==> config.mk <==
export PLATFORM = sky130hd
export DESIGN_NAME = servo_velocity_loop_core
export DESIGN_NICKNAME = d
export VERILOG_FILES = /design/src/design/svl_pkg.sv /design/src/design/svl_sequencer.sv /design/src/design/svl_datapath.sv /design/src/design/servo_velocity_loop_core.sv
export VERILOG_INCLUDE_DIRS = /design/src /design/src/design
export SDC_FILE = /design/constraint.sdc
export NUM_CORES = 2
export LEC_CHECK = 0
export BUFFER_PORTS_ARGS = -buffer_cell sky130_fd_sc_hd__buf_2
export CORE_ASPECT_RATIO = 1.2
export CORE_MARGIN = 1
export CORE_UTILIZATION = 59
export DETAILED_ROUTE_END_ITERATION = 16
export HOLD_SLACK_MARGIN = 0.03
export PLACE_DENSITY = 0.79
export SKIP_CTS_REPAIR_TIMING = 1
export SLEW_MARGIN = 0
export SYNTH_ARGS = -nofsm -noshare
export SYNTH_HDL_FRONTEND = slang
export SYNTH_HIERARCHICAL = 1
export SYNTH_SLANG_ARGS = --single-unit
==> constraint.sdc <==
create_clock -name aclk -period 9.42 [get_ports aclk]
set_input_delay 0 -clock aclk [delete_from_list [all_inputs] [get_ports aclk]]
set_output_delay 0 -clock aclk [all_outputs]
set_load 0.005 [all_outputs]
==> src/design/servo_velocity_loop_core_macros.svh <==
// Assertion macros shared by the servo velocity loop design files.
`ifndef SERVO_VELOCITY_LOOP_CORE_MACROS_SVH
`define SERVO_VELOCITY_LOOP_CORE_MACROS_SVH

// Consequent must hold in the same cycle as the antecedent.
`define SVL_ASSERT_SAME(label, ante, cons, msg) \
    label: assert property (@(posedge aclk) disable iff (!aresetn) (ante) |-> (cons)) \
        else $error(msg);

// Consequent must hold in the cycle after the antecedent.
`define SVL_ASSERT_NEXT(label, ante, cons, msg) \
    label: assert property (@(posedge aclk) disable iff (!aresetn) (ante) |=> (cons)) \
        else $error(msg);

`endif

==> src/design/svl_pkg.sv <==
// Types, constants, saturation helpers and microprogram of the servo velocity loop.
`timescale 1ns / 1ps
package svl_pkg;

    localparam int DW     = 32;
    localparam int MW     = 33;
    localparam int PW     = 66;
    localparam int QS     = 16;
    localparam int AW     = 16;
    localparam int IN_W   = 96;
    localparam int OUT_W  = 64;
    localparam int CIDX_W = 3;
    localparam int STEP_W = 5;

    localparam logic [DW-1:0] SAMPLE_RATE_RST = 32'd65536000;
    localparam logic signed [DW-1:0] S32_MAX = 32'sh7FFF_FFFF;
    localparam logic signed [DW-1:0] S32_MIN = 32'sh8000_0000;

    typedef logic [STEP_W-1:0] step_t;

    typedef enum logic [2:0] {
        MA_T,
        MA_GVFF,
        MA_GVP,
        MA_GACC,
        MA_ALPHA_C,
        MA_ALPHA
    } ma_sel_t;

    typedef enum logic [2:0] {
        MB_T,
        MB_SR,
        MB_SMOOTH,
        MB_VFF,
        MB_AFF
    } mb_sel_t;

    typedef enum logic [3:0] {
        OP_NOP,
        OP_DIFF,
        OP_LOAD_ACC,
        OP_FILT,
        OP_SCALE_T,
        OP_ERR,
        OP_CLAMP,
        OP_SCALE_U,
        OP_ADD,
        OP_FINISH
    } alu_op_t;

    typedef enum logic [1:0] {
        JC_NONE,
        JC_NO_ITEM,
        JC_OUT_BUSY
    } jmp_cond_t;

    typedef enum logic [CIDX_W-1:0] {
        CFG_GAIN_VEL_P  = 3'd0,
        CFG_GAIN_VEL_FF = 3'd1,
        CFG_GAIN_ACC_FF = 3'd2,
        CFG_FILTER_ALPHA = 3'd3,
        CFG_SAMPLE_RATE = 3'd4,
        CFG_OUT_MAX     = 3'd5,
        CFG_OUT_MIN     = 3'd6
    } cfg_idx_t;

    typedef struct packed {
        logic      mul_en;
        ma_sel_t   ma;
        mb_sel_t   mb;
        alu_op_t   op;
        jmp_cond_t jc;
        step_t     target;
        logic      last;
    } ctrl_t;

    typedef struct packed {
        logic signed [DW-1:0] gain_vel_p;
        logic signed [DW-1:0] gain_vel_ff;
        logic signed [DW-1:0] gain_acc_ff;
        logic [AW-1:0]        filter_alpha;
        logic [DW-1:0]        sample_rate;
        logic signed [DW-1:0] out_max;
        logic signed [DW-1:0] out_min;
    } cfg_t;

    typedef struct packed {
        logic signed [DW-1:0] drive;
        logic                 saturated;
        logic signed [DW-1:0] limit_excess;
    } result_t;

    // saturate a 33-bit sum or difference to 32 bits
    function automatic logic signed [DW-1:0] sat33(input logic [MW-1:0] v);
        logic signed [DW-1:0] r;
        if (v[MW-1] != v[MW-2]) begin
            r = v[MW-1] ? S32_MIN : S32_MAX;
        end else begin
            r = $signed(v[DW-1:0]);
        end
        return r;
    endfunction

    // floor shift of a Q32.32 product back to Q16.16, then saturate
    function automatic logic signed [DW-1:0] satshift(input logic [PW-1:0] p);
        logic [PW-QS-1:0] s;
        logic signed [DW-1:0] r;
        s = p[PW-1:QS];
        if (s[PW-QS-1:DW-1] != {(PW-QS-DW+1){s[PW-QS-1]}}) begin
            r = s[PW-QS-1] ? S32_MIN : S32_MAX;
        end else begin
            r = $signed(s[DW-1:0]);
        end
        return r;
    endfunction

    function automatic ctrl_t mk(input logic mul_en, input ma_sel_t ma, input mb_sel_t mb,
                                 input alu_op_t op, input jmp_cond_t jc, input step_t target,
                                 input logic last);
        ctrl_t c;
        c.mul_en = mul_en;
        c.ma     = ma;
        c.mb     = mb;
        c.op     = op;
        c.jc     = jc;
        c.target = target;
        c.last   = last;
        return c;
    endfunction

    // control store: one word per step
    function automatic ctrl_t ucode(input step_t s);
        ctrl_t c;
        case (s)
            5'd0:    c = mk(1'b0, MA_T, MB_T, OP_NOP, JC_NO_ITEM, 5'd0, 1'b0);
            5'd1:    c = mk(1'b0, MA_T, MB_T, OP_DIFF, JC_NONE, 5'd0, 1'b0);
            5'd2:    c = mk(1'b1, MA_T, MB_SR, OP_NOP, JC_NONE, 5'd0, 1'b0);
            5'd3:    c = mk(1'b0, MA_T, MB_T, OP_SCALE_T, JC_NONE, 5'd0, 1'b0);
            5'd4:    c = mk(1'b1, MA_ALPHA_C, MB_T, OP_NOP, JC_NONE, 5'd0, 1'b0);
            5'd5:    c = mk(1'b1, MA_ALPHA, MB_SMOOTH, OP_LOAD_ACC, JC_NONE, 5'd0, 1'b0);
            5'd6:    c = mk(1'b0, MA_T, MB_T, OP_FILT, JC_NONE, 5'd0, 1'b0);
            5'd7:    c = mk(1'b1, MA_GVFF, MB_VFF, OP_NOP, JC_NONE, 5'd0, 1'b0);
            5'd8:    c = mk(1'b0, MA_T, MB_T, OP_SCALE_T, JC_NONE, 5'd0, 1'b0);
            5'd9:    c = mk(1'b0, MA_T, MB_T, OP_ERR, JC_NONE, 5'd0, 1'b0);
            5'd10:   c = mk(1'b1, MA_GVP, MB_T, OP_NOP, JC_NONE, 5'd0, 1'b0);
            5'd11:   c = mk(1'b0, MA_T, MB_T, OP_SCALE_T, JC_NONE, 5'd0, 1'b0);
            5'd12:   c = mk(1'b0, MA_T, MB_T, OP_CLAMP, JC_NONE, 5'd0, 1'b0);
            5'd13:   c = mk(1'b1, MA_GACC, MB_AFF, OP_NOP, JC_NONE, 5'd0, 1'b0);
            5'd14:   c = mk(1'b0, MA_T, MB_T, OP_SCALE_U, JC_NONE, 5'd0, 1'b0);
            5'd15:   c = mk(1'b0, MA_T, MB_T, OP_ADD, JC_NONE, 5'd0, 1'b0);
            5'd16:   c = mk(1'b0, MA_T, MB_T, OP_FINISH, JC_OUT_BUSY, 5'd16, 1'b1);
            default: c = mk(1'b0, MA_T, MB_T, OP_NOP, JC_NONE, 5'd0, 1'b1);
        endcase
        return c;
    endfunction

endpackage

==> src/design/svl_sequencer.sv <==
// Step counter with conditional jumps over the velocity loop control store.
`timescale 1ns / 1ps
module svl_sequencer (
    input  logic             aclk,
    input  logic             aresetn,
    input  logic             item_accept,
    input  logic             out_busy,
    output svl_pkg::ctrl_t   ctrl
);

    svl_pkg::step_t step_reg;
    svl_pkg::step_t step_next;
    logic           jump;

    assign ctrl = svl_pkg::ucode(step_reg);

    always_comb begin
        case (ctrl.jc)
            svl_pkg::JC_NO_ITEM:  jump = !item_accept;
            svl_pkg::JC_OUT_BUSY: jump = out_busy;
            default:              jump = 1'b0;
        endcase
    end

    always_comb begin
        if (jump) begin
            step_next = ctrl.target;
        end else if (ctrl.last) begin
            step_next = '0;
        end else begin
            step_next = step_reg + svl_pkg::step_t'(1);
        end
    end

    always_ff @(posedge aclk) begin
        if (!aresetn) begin
            step_reg <= '0;
        end else begin
            step_reg <= step_next;
        end
    end

endmodule

==> src/design/svl_datapath.sv <==
// Velocity loop datapath: shared multiplier, work registers, saturation and clamp.
`timescale 1ns / 1ps
module svl_datapath (
    input  logic                          aclk,
    input  logic                          aresetn,
    input  svl_pkg::ctrl_t                ctrl,
    input  svl_pkg::cfg_t                 cfg,
    input  logic                          item_accept,
    input  logic [svl_pkg::IN_W-1:0]      item_data,
    output svl_pkg::result_t              result
);

    logic signed [svl_pkg::DW-1:0] pos_reg, vff_reg, aff_reg;
    logic signed [svl_pkg::DW-1:0] pos_next, vff_next, aff_next;
    logic signed [svl_pkg::DW-1:0] prev_reg, prev_next;
    logic signed [svl_pkg::DW-1:0] smooth_reg, smooth_next;
    logic                          first_reg, first_next;
    logic signed [svl_pkg::DW-1:0] t_reg, t_next;
    logic signed [svl_pkg::DW-1:0] u_reg, u_next;
    logic signed [svl_pkg::DW-1:0] excess_reg, excess_next;
    logic [svl_pkg::PW-1:0]        acc_reg, acc_next;
    logic [svl_pkg::PW-1:0]        prod_reg, prod_next;

    logic signed [svl_pkg::MW-1:0] ma, mb;
    logic                          lim_eq, above, below;
    logic signed [svl_pkg::DW-1:0] clamp_val, clamp_exc;
    logic                          clamp_hit;

    always_comb begin
        case (ctrl.ma)
            svl_pkg::MA_T:       ma = {t_reg[31], t_reg};
            svl_pkg::MA_GVFF:    ma = {cfg.gain_vel_ff[31], cfg.gain_vel_ff};
            svl_pkg::MA_GVP:     ma = {cfg.gain_vel_p[31], cfg.gain_vel_p};
            svl_pkg::MA_GACC:    ma = {cfg.gain_acc_ff[31], cfg.gain_acc_ff};
            svl_pkg::MA_ALPHA_C: ma = {16'b0, 17'h1_0000 - {1'b0, cfg.filter_alpha}};
            svl_pkg::MA_ALPHA:   ma = {17'b0, cfg.filter_alpha};
            default:             ma = '0;
        endcase
    end

    always_comb begin
        case (ctrl.mb)
            svl_pkg::MB_T:      mb = {t_reg[31], t_reg};
            svl_pkg::MB_SR:     mb = {1'b0, cfg.sample_rate};
            svl_pkg::MB_SMOOTH: mb = {smooth_reg[31], smooth_reg};
            svl_pkg::MB_VFF:    mb = {vff_reg[31], vff_reg};
            svl_pkg::MB_AFF:    mb = {aff_reg[31], aff_reg};
            default:            mb = '0;
        endcase
    end

    // limit check on the work register; crossed limits test the upper one first
    always_comb begin
        lim_eq    = cfg.out_max == cfg.out_min;
        above     = $signed(t_reg) > $signed(cfg.out_max);
        below     = $signed(t_reg) < $signed(cfg.out_min);
        clamp_val = t_reg;
        clamp_exc = '0;
        clamp_hit = 1'b0;
        if (!lim_eq && above) begin
            clamp_val = cfg.out_max;
            clamp_exc = svl_pkg::sat33({cfg.out_max[31], cfg.out_max} - {t_reg[31], t_reg});
            clamp_hit = 1'b1;
        end else if (!lim_eq && below) begin
            clamp_val = cfg.out_min;
            clamp_exc = svl_pkg::sat33({cfg.out_min[31], cfg.out_min} - {t_reg[31], t_reg});
            clamp_hit = 1'b1;
        end
    end

    always_comb begin
        pos_next    = pos_reg;
        vff_next    = vff_reg;
        aff_next    = aff_reg;
        prev_next   = prev_reg;
        smooth_next = smooth_reg;
        first_next  = first_reg;
        t_next      = t_reg;
        u_next      = u_reg;
        excess_next = excess_reg;
        acc_next    = acc_reg;
        prod_next   = ctrl.mul_en ? svl_pkg::PW'(ma * mb) : prod_reg;

        if (item_accept) begin
            pos_next = $signed(item_data[31:0]);
            vff_next = $signed(item_data[63:32]);
            aff_next = $signed(item_data[95:64]);
            if (first_reg) begin
                prev_next   = $signed(item_data[31:0]);
                smooth_next = '0;
                first_next  = 1'b0;
            end
        end

        case (ctrl.op)
            svl_pkg::OP_DIFF: begin
                t_next    = svl_pkg::sat33({pos_reg[31], pos_reg} - {prev_reg[31], prev_reg});
                prev_next = pos_reg;
            end
            svl_pkg::OP_LOAD_ACC: acc_next = prod_reg;
            svl_pkg::OP_FILT:     smooth_next = svl_pkg::satshift(acc_reg + prod_reg);
            svl_pkg::OP_SCALE_T:  t_next = svl_pkg::satshift(prod_reg);
            svl_pkg::OP_ERR: begin
                t_next = svl_pkg::sat33({t_reg[31], t_reg} - {smooth_reg[31], smooth_reg});
            end
            svl_pkg::OP_CLAMP: begin
                t_next      = clamp_val;
                excess_next = clamp_exc;
            end
            svl_pkg::OP_SCALE_U:  u_next = svl_pkg::satshift(prod_reg);
            svl_pkg::OP_ADD:      t_next = svl_pkg::sat33({t_reg[31], t_reg} + {u_reg[31], u_reg});
            default: ;
        endcase
    end

    assign result.drive        = clamp_val;
    assign result.saturated    = clamp_hit;
    assign result.limit_excess = excess_reg;

    always_ff @(posedge aclk) begin
        if (!aresetn) begin
            prev_reg   <= '0;
            smooth_reg <= '0;
            first_reg  <= 1'b1;
        end else begin
            prev_reg   <= prev_next;
            smooth_reg <= smooth_next;
            first_reg  <= first_next;
        end
    end

    always_ff @(posedge aclk) begin
        pos_reg    <= pos_next;
        vff_reg    <= vff_next;
        aff_reg    <= aff_next;
        t_reg      <= t_next;
        u_reg      <= u_next;
        excess_reg <= excess_next;
        acc_reg    <= acc_next;
        prod_reg   <= prod_next;
    end

endmodule

==> src/design/servo_velocity_loop_core.sv <==
// Servo velocity loop top level: stream ports, register file, output stage.
//
//   channel   direction  handshake             contents
//   s_*       in         s_tvalid / s_tready   pos_measured, vel_ff, acc_ff
//   m_*       out        m_tvalid / m_tready   drive, limit_excess; saturated in tuser
//   cfg_*     in         cfg_valid / cfg_ready register index, write data
//
// Step 0 takes the item; steps 1 to 16 compute it on one shared 33x33 multiplier.
// m_tvalid is registered from the last step; a new item is taken only after that step.
// aresetn is synchronous; it clears the loop state and restores register defaults.
// A finished result waits in the output register; the last step stalls only if
// the previous result is still not taken. Configuration writes are always taken.
`timescale 1ns / 1ps
`include "servo_velocity_loop_core_macros.svh"
module servo_velocity_loop_core (
    input  logic        aclk,
    input  logic        aresetn,
    input  logic        s_tvalid,
    output logic        s_tready,
    input  logic [95:0] s_tdata,   // pos_measured, vel_ff, acc_ff
    output logic        m_tvalid,
    input  logic        m_tready,
    output logic [63:0] m_tdata,   // drive, limit_excess
    output logic [0:0]  m_tuser,   // saturated
    input  logic        cfg_valid,
    output logic        cfg_ready,
    input  logic [2:0]  cfg_index,
    input  logic [31:0] cfg_data
);

    svl_pkg::cfg_t    cfg_reg, cfg_next;
    svl_pkg::ctrl_t   ctrl;
    svl_pkg::result_t result;
    svl_pkg::result_t out_reg, out_next;
    logic             m_tvalid_reg, m_tvalid_next;
    logic             item_accept, out_busy, out_fire;

    assign cfg_ready   = 1'b1;
    assign s_tready    = ctrl.jc == svl_pkg::JC_NO_ITEM;
    assign item_accept = s_tvalid && s_tready;
    assign out_busy    = m_tvalid_reg && !m_tready;
    assign out_fire    = (ctrl.op == svl_pkg::OP_FINISH) && !out_busy;

    svl_sequencer u_seq (
        .aclk        (aclk),
        .aresetn     (aresetn),
        .item_accept (item_accept),
        .out_busy    (out_busy),
        .ctrl        (ctrl)
    );

    svl_datapath u_dp (
        .aclk        (aclk),
        .aresetn     (aresetn),
        .ctrl        (ctrl),
        .cfg         (cfg_reg),
        .item_accept (item_accept),
        .item_data   (s_tdata),
        .result      (result)
    );

    always_comb begin
        cfg_next = cfg_reg;
        if (cfg_valid && cfg_ready) begin
            case (svl_pkg::cfg_idx_t'(cfg_index))
                svl_pkg::CFG_GAIN_VEL_P:   cfg_next.gain_vel_p   = $signed(cfg_data);
                svl_pkg::CFG_GAIN_VEL_FF:  cfg_next.gain_vel_ff  = $signed(cfg_data);
                svl_pkg::CFG_GAIN_ACC_FF:  cfg_next.gain_acc_ff  = $signed(cfg_data);
                svl_pkg::CFG_FILTER_ALPHA: cfg_next.filter_alpha = cfg_data[15:0];
                svl_pkg::CFG_SAMPLE_RATE:  cfg_next.sample_rate  = cfg_data;
                svl_pkg::CFG_OUT_MAX:      cfg_next.out_max      = $signed(cfg_data);
                svl_pkg::CFG_OUT_MIN:      cfg_next.out_min      = $signed(cfg_data);
                default: ;
            endcase
        end
    end

    always_comb begin
        out_next      = out_fire ? result : out_reg;
        m_tvalid_next = out_fire ? 1'b1 : (m_tready ? 1'b0 : m_tvalid_reg);
    end

    always_ff @(posedge aclk) begin
        if (!aresetn) begin
            cfg_reg.gain_vel_p   <= '0;
            cfg_reg.gain_vel_ff  <= '0;
            cfg_reg.gain_acc_ff  <= '0;
            cfg_reg.filter_alpha <= '0;
            cfg_reg.sample_rate  <= svl_pkg::SAMPLE_RATE_RST;
            cfg_reg.out_max      <= '0;
            cfg_reg.out_min      <= '0;
            m_tvalid_reg         <= 1'b0;
        end else begin
            cfg_reg      <= cfg_next;
            m_tvalid_reg <= m_tvalid_next;
        end
    end

    always_ff @(posedge aclk) begin
        out_reg <= out_next;
    end

    assign m_tvalid = m_tvalid_reg;
    assign m_tdata  = {out_reg.limit_excess, out_reg.drive};
    assign m_tuser  = out_reg.saturated;

    `SVL_ASSERT_NEXT(a_fire_shows_result, out_fire, m_tvalid, "finished item not presented")
    `SVL_ASSERT_SAME(a_no_overwrite, m_tvalid && !m_tready, !out_fire, "pending result overwritten")
    `SVL_ASSERT_NEXT(a_accept_starts_work, item_accept, !s_tready, "sequencer stayed idle")

endmodule
# Yosys cells after proc, flatten, opt, wreduce, memory -nomap -nowiden
# Memory sizes are Yosys's and may differ from the RTL's. A register that Yosys moved wholly into a read port is not among the register bits.
# Index checks and enable logic that the tools add are counted.
[op_classes] addsub=8 order_cmp=2 n_eq_ne=34 multipliers=1 mux=34 reduce_logical=27
[op_table] cell="two-way mux 32 bit" n=24
[op_table] cell="case mux 33 bit (6 select lines)" n=1
[op_table] cell="case mux 33 bit (5 select lines)" n=1
[op_table] cell="case mux 32 bit (5 select lines)" n=1
[op_table] cell="subtractor 32 x 32 -> 33 bit" n=4
[op_table] cell="adder 66 bit" n=1
[op_table] cell="multiplier 33 x 33 -> 66 bit" n=1
[op_table] cell="!= test 18 bit" n=2
[op_table] cell="adder 32 x 32 -> 33 bit" n=1
[op_table] cell="equality test 32 bit" n=1
[op_table] cell="greater-than comparator 32 bit" n=1
[op_table] cell="less-than comparator 32 bit" n=1
[op_table] cell="equality test 3 x 2 -> 1 bit, second input constant" n=6
[op_table] cell="equality test 3 bit, second input constant" n=6
[op_table] cell="AND reduction 2 bit" n=9
[op_table] cell="subtractor 17 x 16 -> 17 bit, first input constant" n=1
[op_table] cell="equality test 4 x 3 -> 1 bit, second input constant" n=4
[op_table] cell="two-way mux 5 bit" n=3
[op_table] cell="nonzero test 2 bit" n=5
[op_table] cell="equality test 3 x 1 -> 1 bit, second input constant" n=3
[op_table] cell="logical NOT 3 bit" n=3
[op_table] cell="equality test 4 x 2 -> 1 bit, second input constant" n=2
[op_table] cell="equality test 4 bit, second input constant" n=2
[op_table] cell="adder 5 x 1 -> 5 bit, second input constant" n=1
[op_table] cell="9 further kinds" n=22
[word_totals] input_bits=136 ff_bits=668 word_cells=130 mem_bits_ro=480 memories=1 output_inout_bits=68
[mem_list] memory="(no name shown)" words=32 word_bits=15 rd=1 rd_clocked_by_memory_dff=1 write_ports=0 line_no="svl_pkg.sv:134" rtl="case (s)"

# Logic depth before layout (Yosys ltp)
[logic_depth] ltp_word=6 depth_mapped=40 ltp_nobuf=38

# Modules after synthesis
# Netlist, hierarchy kept.
[modules_own_cells] module="svl_datapath" n_inst=1 cells_per_inst=7402 area_each_um2=67123.1 seq_area_each_um2=11030.6
[modules_own_cells] module="servo_velocity_loop_core" n_inst=1 cells_per_inst=798 area_each_um2=9559.2 seq_area_each_um2=6135.9
[modules_own_cells] module="svl_sequencer" n_inst=1 cells_per_inst=101 area_each_um2=919.6 seq_area_each_um2=380.4

# Least setup slack after synthesis
# No wires, ideal clock.
[synth_path] path_type="register to register" from="reg, netlist name u_seq/ctrl[15]" to="reg u_dp/prod_reg[64] in the netlist's numbering, data pin" stages_incl_launch_ff=34 arrival_ns=9.899 slack_ns=-0.745 required_ns=9.154 cell_sequence="dfxtp_1 clkbuf_1 buf_1 clkbuf_1 mux2i_1 a211oi_1 clkbuf_1 nand2_1 fa_1 inv_1 fa_1 fa_1 inv_1 fa_1 inv_1 fa_1 fa_1 fa_1 inv_1 fa_1 inv_1 ha_1 clkbuf_1 and3_1 nand2_1 or3_1 a211oi_1 o21ai_0 a2111o_1 o211ai_1 o221ai_1 o211ai_1 o41ai_1 xnor2_1"
[synth_between] elab_chain_cells=3 elab_cells_between_ends=8 cone_classes="mul: 1; eq/ne: 5; mux: 1; reduce/logical: 1"
[synth_rtl] element="equality test 3 bit, or another cell as far along" line_no="svl_datapath.sv:30" rtl="case (ctrl.ma)"
[synth_rtl] element="case mux 33 bit (6 select lines) (*)" line_no="svl_datapath.sv:30"
[synth_rtl] element="multiplier 33 x 33 -> 66 bit (*)" line_no="svl_datapath.sv:82" rtl="prod_next = ctrl.mul_en ? svl_pkg::PW'(ma * mb) : prod_reg;"
[synth_rtl] element="end signal: assignment" line_no="svl_datapath.sv:140" rtl="prod_reg <= prod_next;"
[synth_rtl] element="end: declaration" line_no="svl_datapath.sv:22" rtl="logic [svl_pkg::PW-1:0] prod_reg, prod_next;"
# Every way passes the cells marked *; elsewhere a longest branch is shown, timed or not.
# A chain may end at the register's enable or synchronous reset.

# Worst setup path in the final report
[layout_path] from="reg cfg_reg[101] in the netlist's numbering" to="reg u_dp/prod_reg[64] in the netlist's numbering, data pin"
[layout_between] elab_chain_cells=3
[layout_rtl] element="start: declaration" line_no="servo_velocity_loop_core.sv:31" rtl="svl_pkg::cfg_t cfg_reg, cfg_next;"
[layout_rtl] element="start signal: assignment" line_no="servo_velocity_loop_core.sv:94" rtl="cfg_reg <= cfg_next;"
[layout_rtl] element="subtractor 17 x 16 -> 17 bit" line_no="svl_datapath.sv:35" rtl="svl_pkg::MA_ALPHA_C: ma = {16'b0, 17'h1_0000 - {1'b0, cfg.filter_alpha}};"
[layout_rtl] element="case mux 33 bit (6 select lines) (*)" line_no="svl_datapath.sv:30"
[layout_rtl] element="multiplier 33 x 33 -> 66 bit (*)" line_no="svl_datapath.sv:82"
# Marks and branches as above.

==> reports/metrics.csv <==
metric,value,unit
status,finished with violations,
violations,"capacitance limit, slew limit, setup timing",
cts_tree,done,
grt_antenna_before_repair,23,
die_w,333,microns
drt-total-wl,321,mm
die_y,399,microns
critical-path-top-delay-family,adder cells,
hold_path_class,in -> reg,
cts_made_buffers,73,
grt_pass1_vias,68700,
ys_warn_count,6,
min_period_over_period,102,%
cts_num_sinks,682,
row_count,145,
min_from,s_tdata[65],
grt_remaining_overflow,0,
gr-usage-all-layers,47.0,%
syn_inst,8296,
worstHoldPathCells,2,
cp.required,9.85,ns
syn-cell-area,0.0776,sq mm
slew_headroom,-5.82,%
clk_path_buf_depth,3,
core_area,0.130,sq mm
cap_violations,1,
place_inst,10500,
slowest_stage,fa_1,
hold_viol,0,
rsz0062_at_grt,yes,
setup_violations,10,
path_class,reg -> reg,
viasPerCell,6.36,
root_buffer,clkbuf_16,
path_depth,38,
cts.reportedPaths.clkPinSlew,0.07,ns
worst_slack,-0.182,ns
cp_slowest_stage_delay,0.58,ns
start_util,59.5,%
cpMostUsedCell,fa_1,
grt_first_pass_wirelength,449,mm
synth.avg_cell_area,9.35,sq um
path_buf_inv,9,
nets,10800,
clock_latency,0.70,ns
drv_slew,3,
route.detailed.drc,0,
max_freq,0.104,GHz
reg2reg_depth,38,
dieArea,0.133,sq mm
crit_path_start_kind,flop,
r2r-start,cfg_reg[101],
crit_arrival,10.04,ns
vias,68700,
gp_congestion,1.09,
syn_nets,10000,
drt_iter0_drc,8020,
grt_max_degree,124,
drive_above_1_share,14.3,%
largest_reg_flops,208,
worstSetupStartpoint,cfg_reg[101],
worst-path-max-fanout,4,
area_delta_synth_final,16.8,%
finClkSkew,0.0322,ns
fin_cells,10800,
post-route-min-period,9.60,ns
port_buffers,202,
first_pass_iters,7,
wl_per_cell,29.7,microns
postRouteAntennaNets,0,
post-dp-hpwl,251,mm
ios,204,
crit_path_end_kind,flop,
tightestPinTransition,1.59,ns
cts_max_level,3,
[area by class of cell]
| type | instances | area (sq um) |
|---|---|---|
| clock inverter | 44 | 382 |
| sequential | 682 | 17600 |
| timing repair buffer | 1084 | 9190 |
| multi-input combinational | 5904 | 54400 |
| antenna | 15 | 37.5 |
| fill | 9811 | 39700 |
| inverter | 1299 | 4880 |
| clock buffer | 90 | 2010 |
| tap | 1690 | 2110 |
[per-layer routing]
| metal | track usage (%) | routed length, microns |
|---|---|---|
| met1 | 52.4 | 105000 |
| met4 | 46.7 | 40400 |
| met3 | 10.3 | 33200 |
| met2 | 73.9 | 143000 |
| met5 | 0 | 126 |
[worst paths after layout]
path	endpoint	slack, ns
setup / recovery	u_dp/prod_reg[64]	-0.18
hold / removal	u_dp/aff_reg[1]	0.03
setup reg to reg	u_dp/prod_reg[64]	-0.18
hold reg to reg	m_tdata[52]	0.42
[through the flow]
stage | utilization (%) | setup TNS [ns] | instance area [sq um] | hold slack, ns | setup slack [ns]
floorplan | - | 0 | 77600 | 0.0989 | 0.0226
global placement | 65.8 | -5.45 | 85700 | 0.178 | -0.722
detailed placement | 65.8 | -5.55 | 85700 | 0.178 | -0.711
CTS | 67.6 | -6.89 | 88000 | -0.554 | -0.787
global route | 69.5 | -3.73 | 90600 | 0.0119 | -0.402
finish | 69.5 | -0.999 | 90600 | 0.0285 | -0.182
[worst register-to-register path: cells and delay by family (launching register included)]
kind | cells | cell delay [ns]
fa+ha+maj | 9 | 4.33
xor+xnor | 2 | 0.30
compound gates | 9 | 1.50
simple gates | 9 | 1.80
flops | 1 | 0.33
buf+inv | 9 | 1.09
[cells in the final DEF, fill, tap and decap left out, types with 37 or more instances in the layout]
master	instances
nand4_1	53
and2_1	136
buf_2	201
buf_12	89
ha_1	432
edfxtp_1	389
mux2i_1	288
dlygate4sd3_1	143
xor2_1	121
fa_1	1104
a211oi_1	41
nand3_1	117
nor2_1	459
buf_4	631
a21oi_1	347
nand2b_1	43
inv_1	1283
o21bai_1	40
nand2_1	1286
a21o_1	149
clkbuf_16	77
xnor2_1	170
o211ai_1	37
o21ai_0	261
nor2b_1	55
dfxtp_1	287
a221o_1	39
nor3_1	59
Power is left out: the tool's default activity adds up to more than one toggle a clock period on the data nets, which glitch-free logic cannot reach.
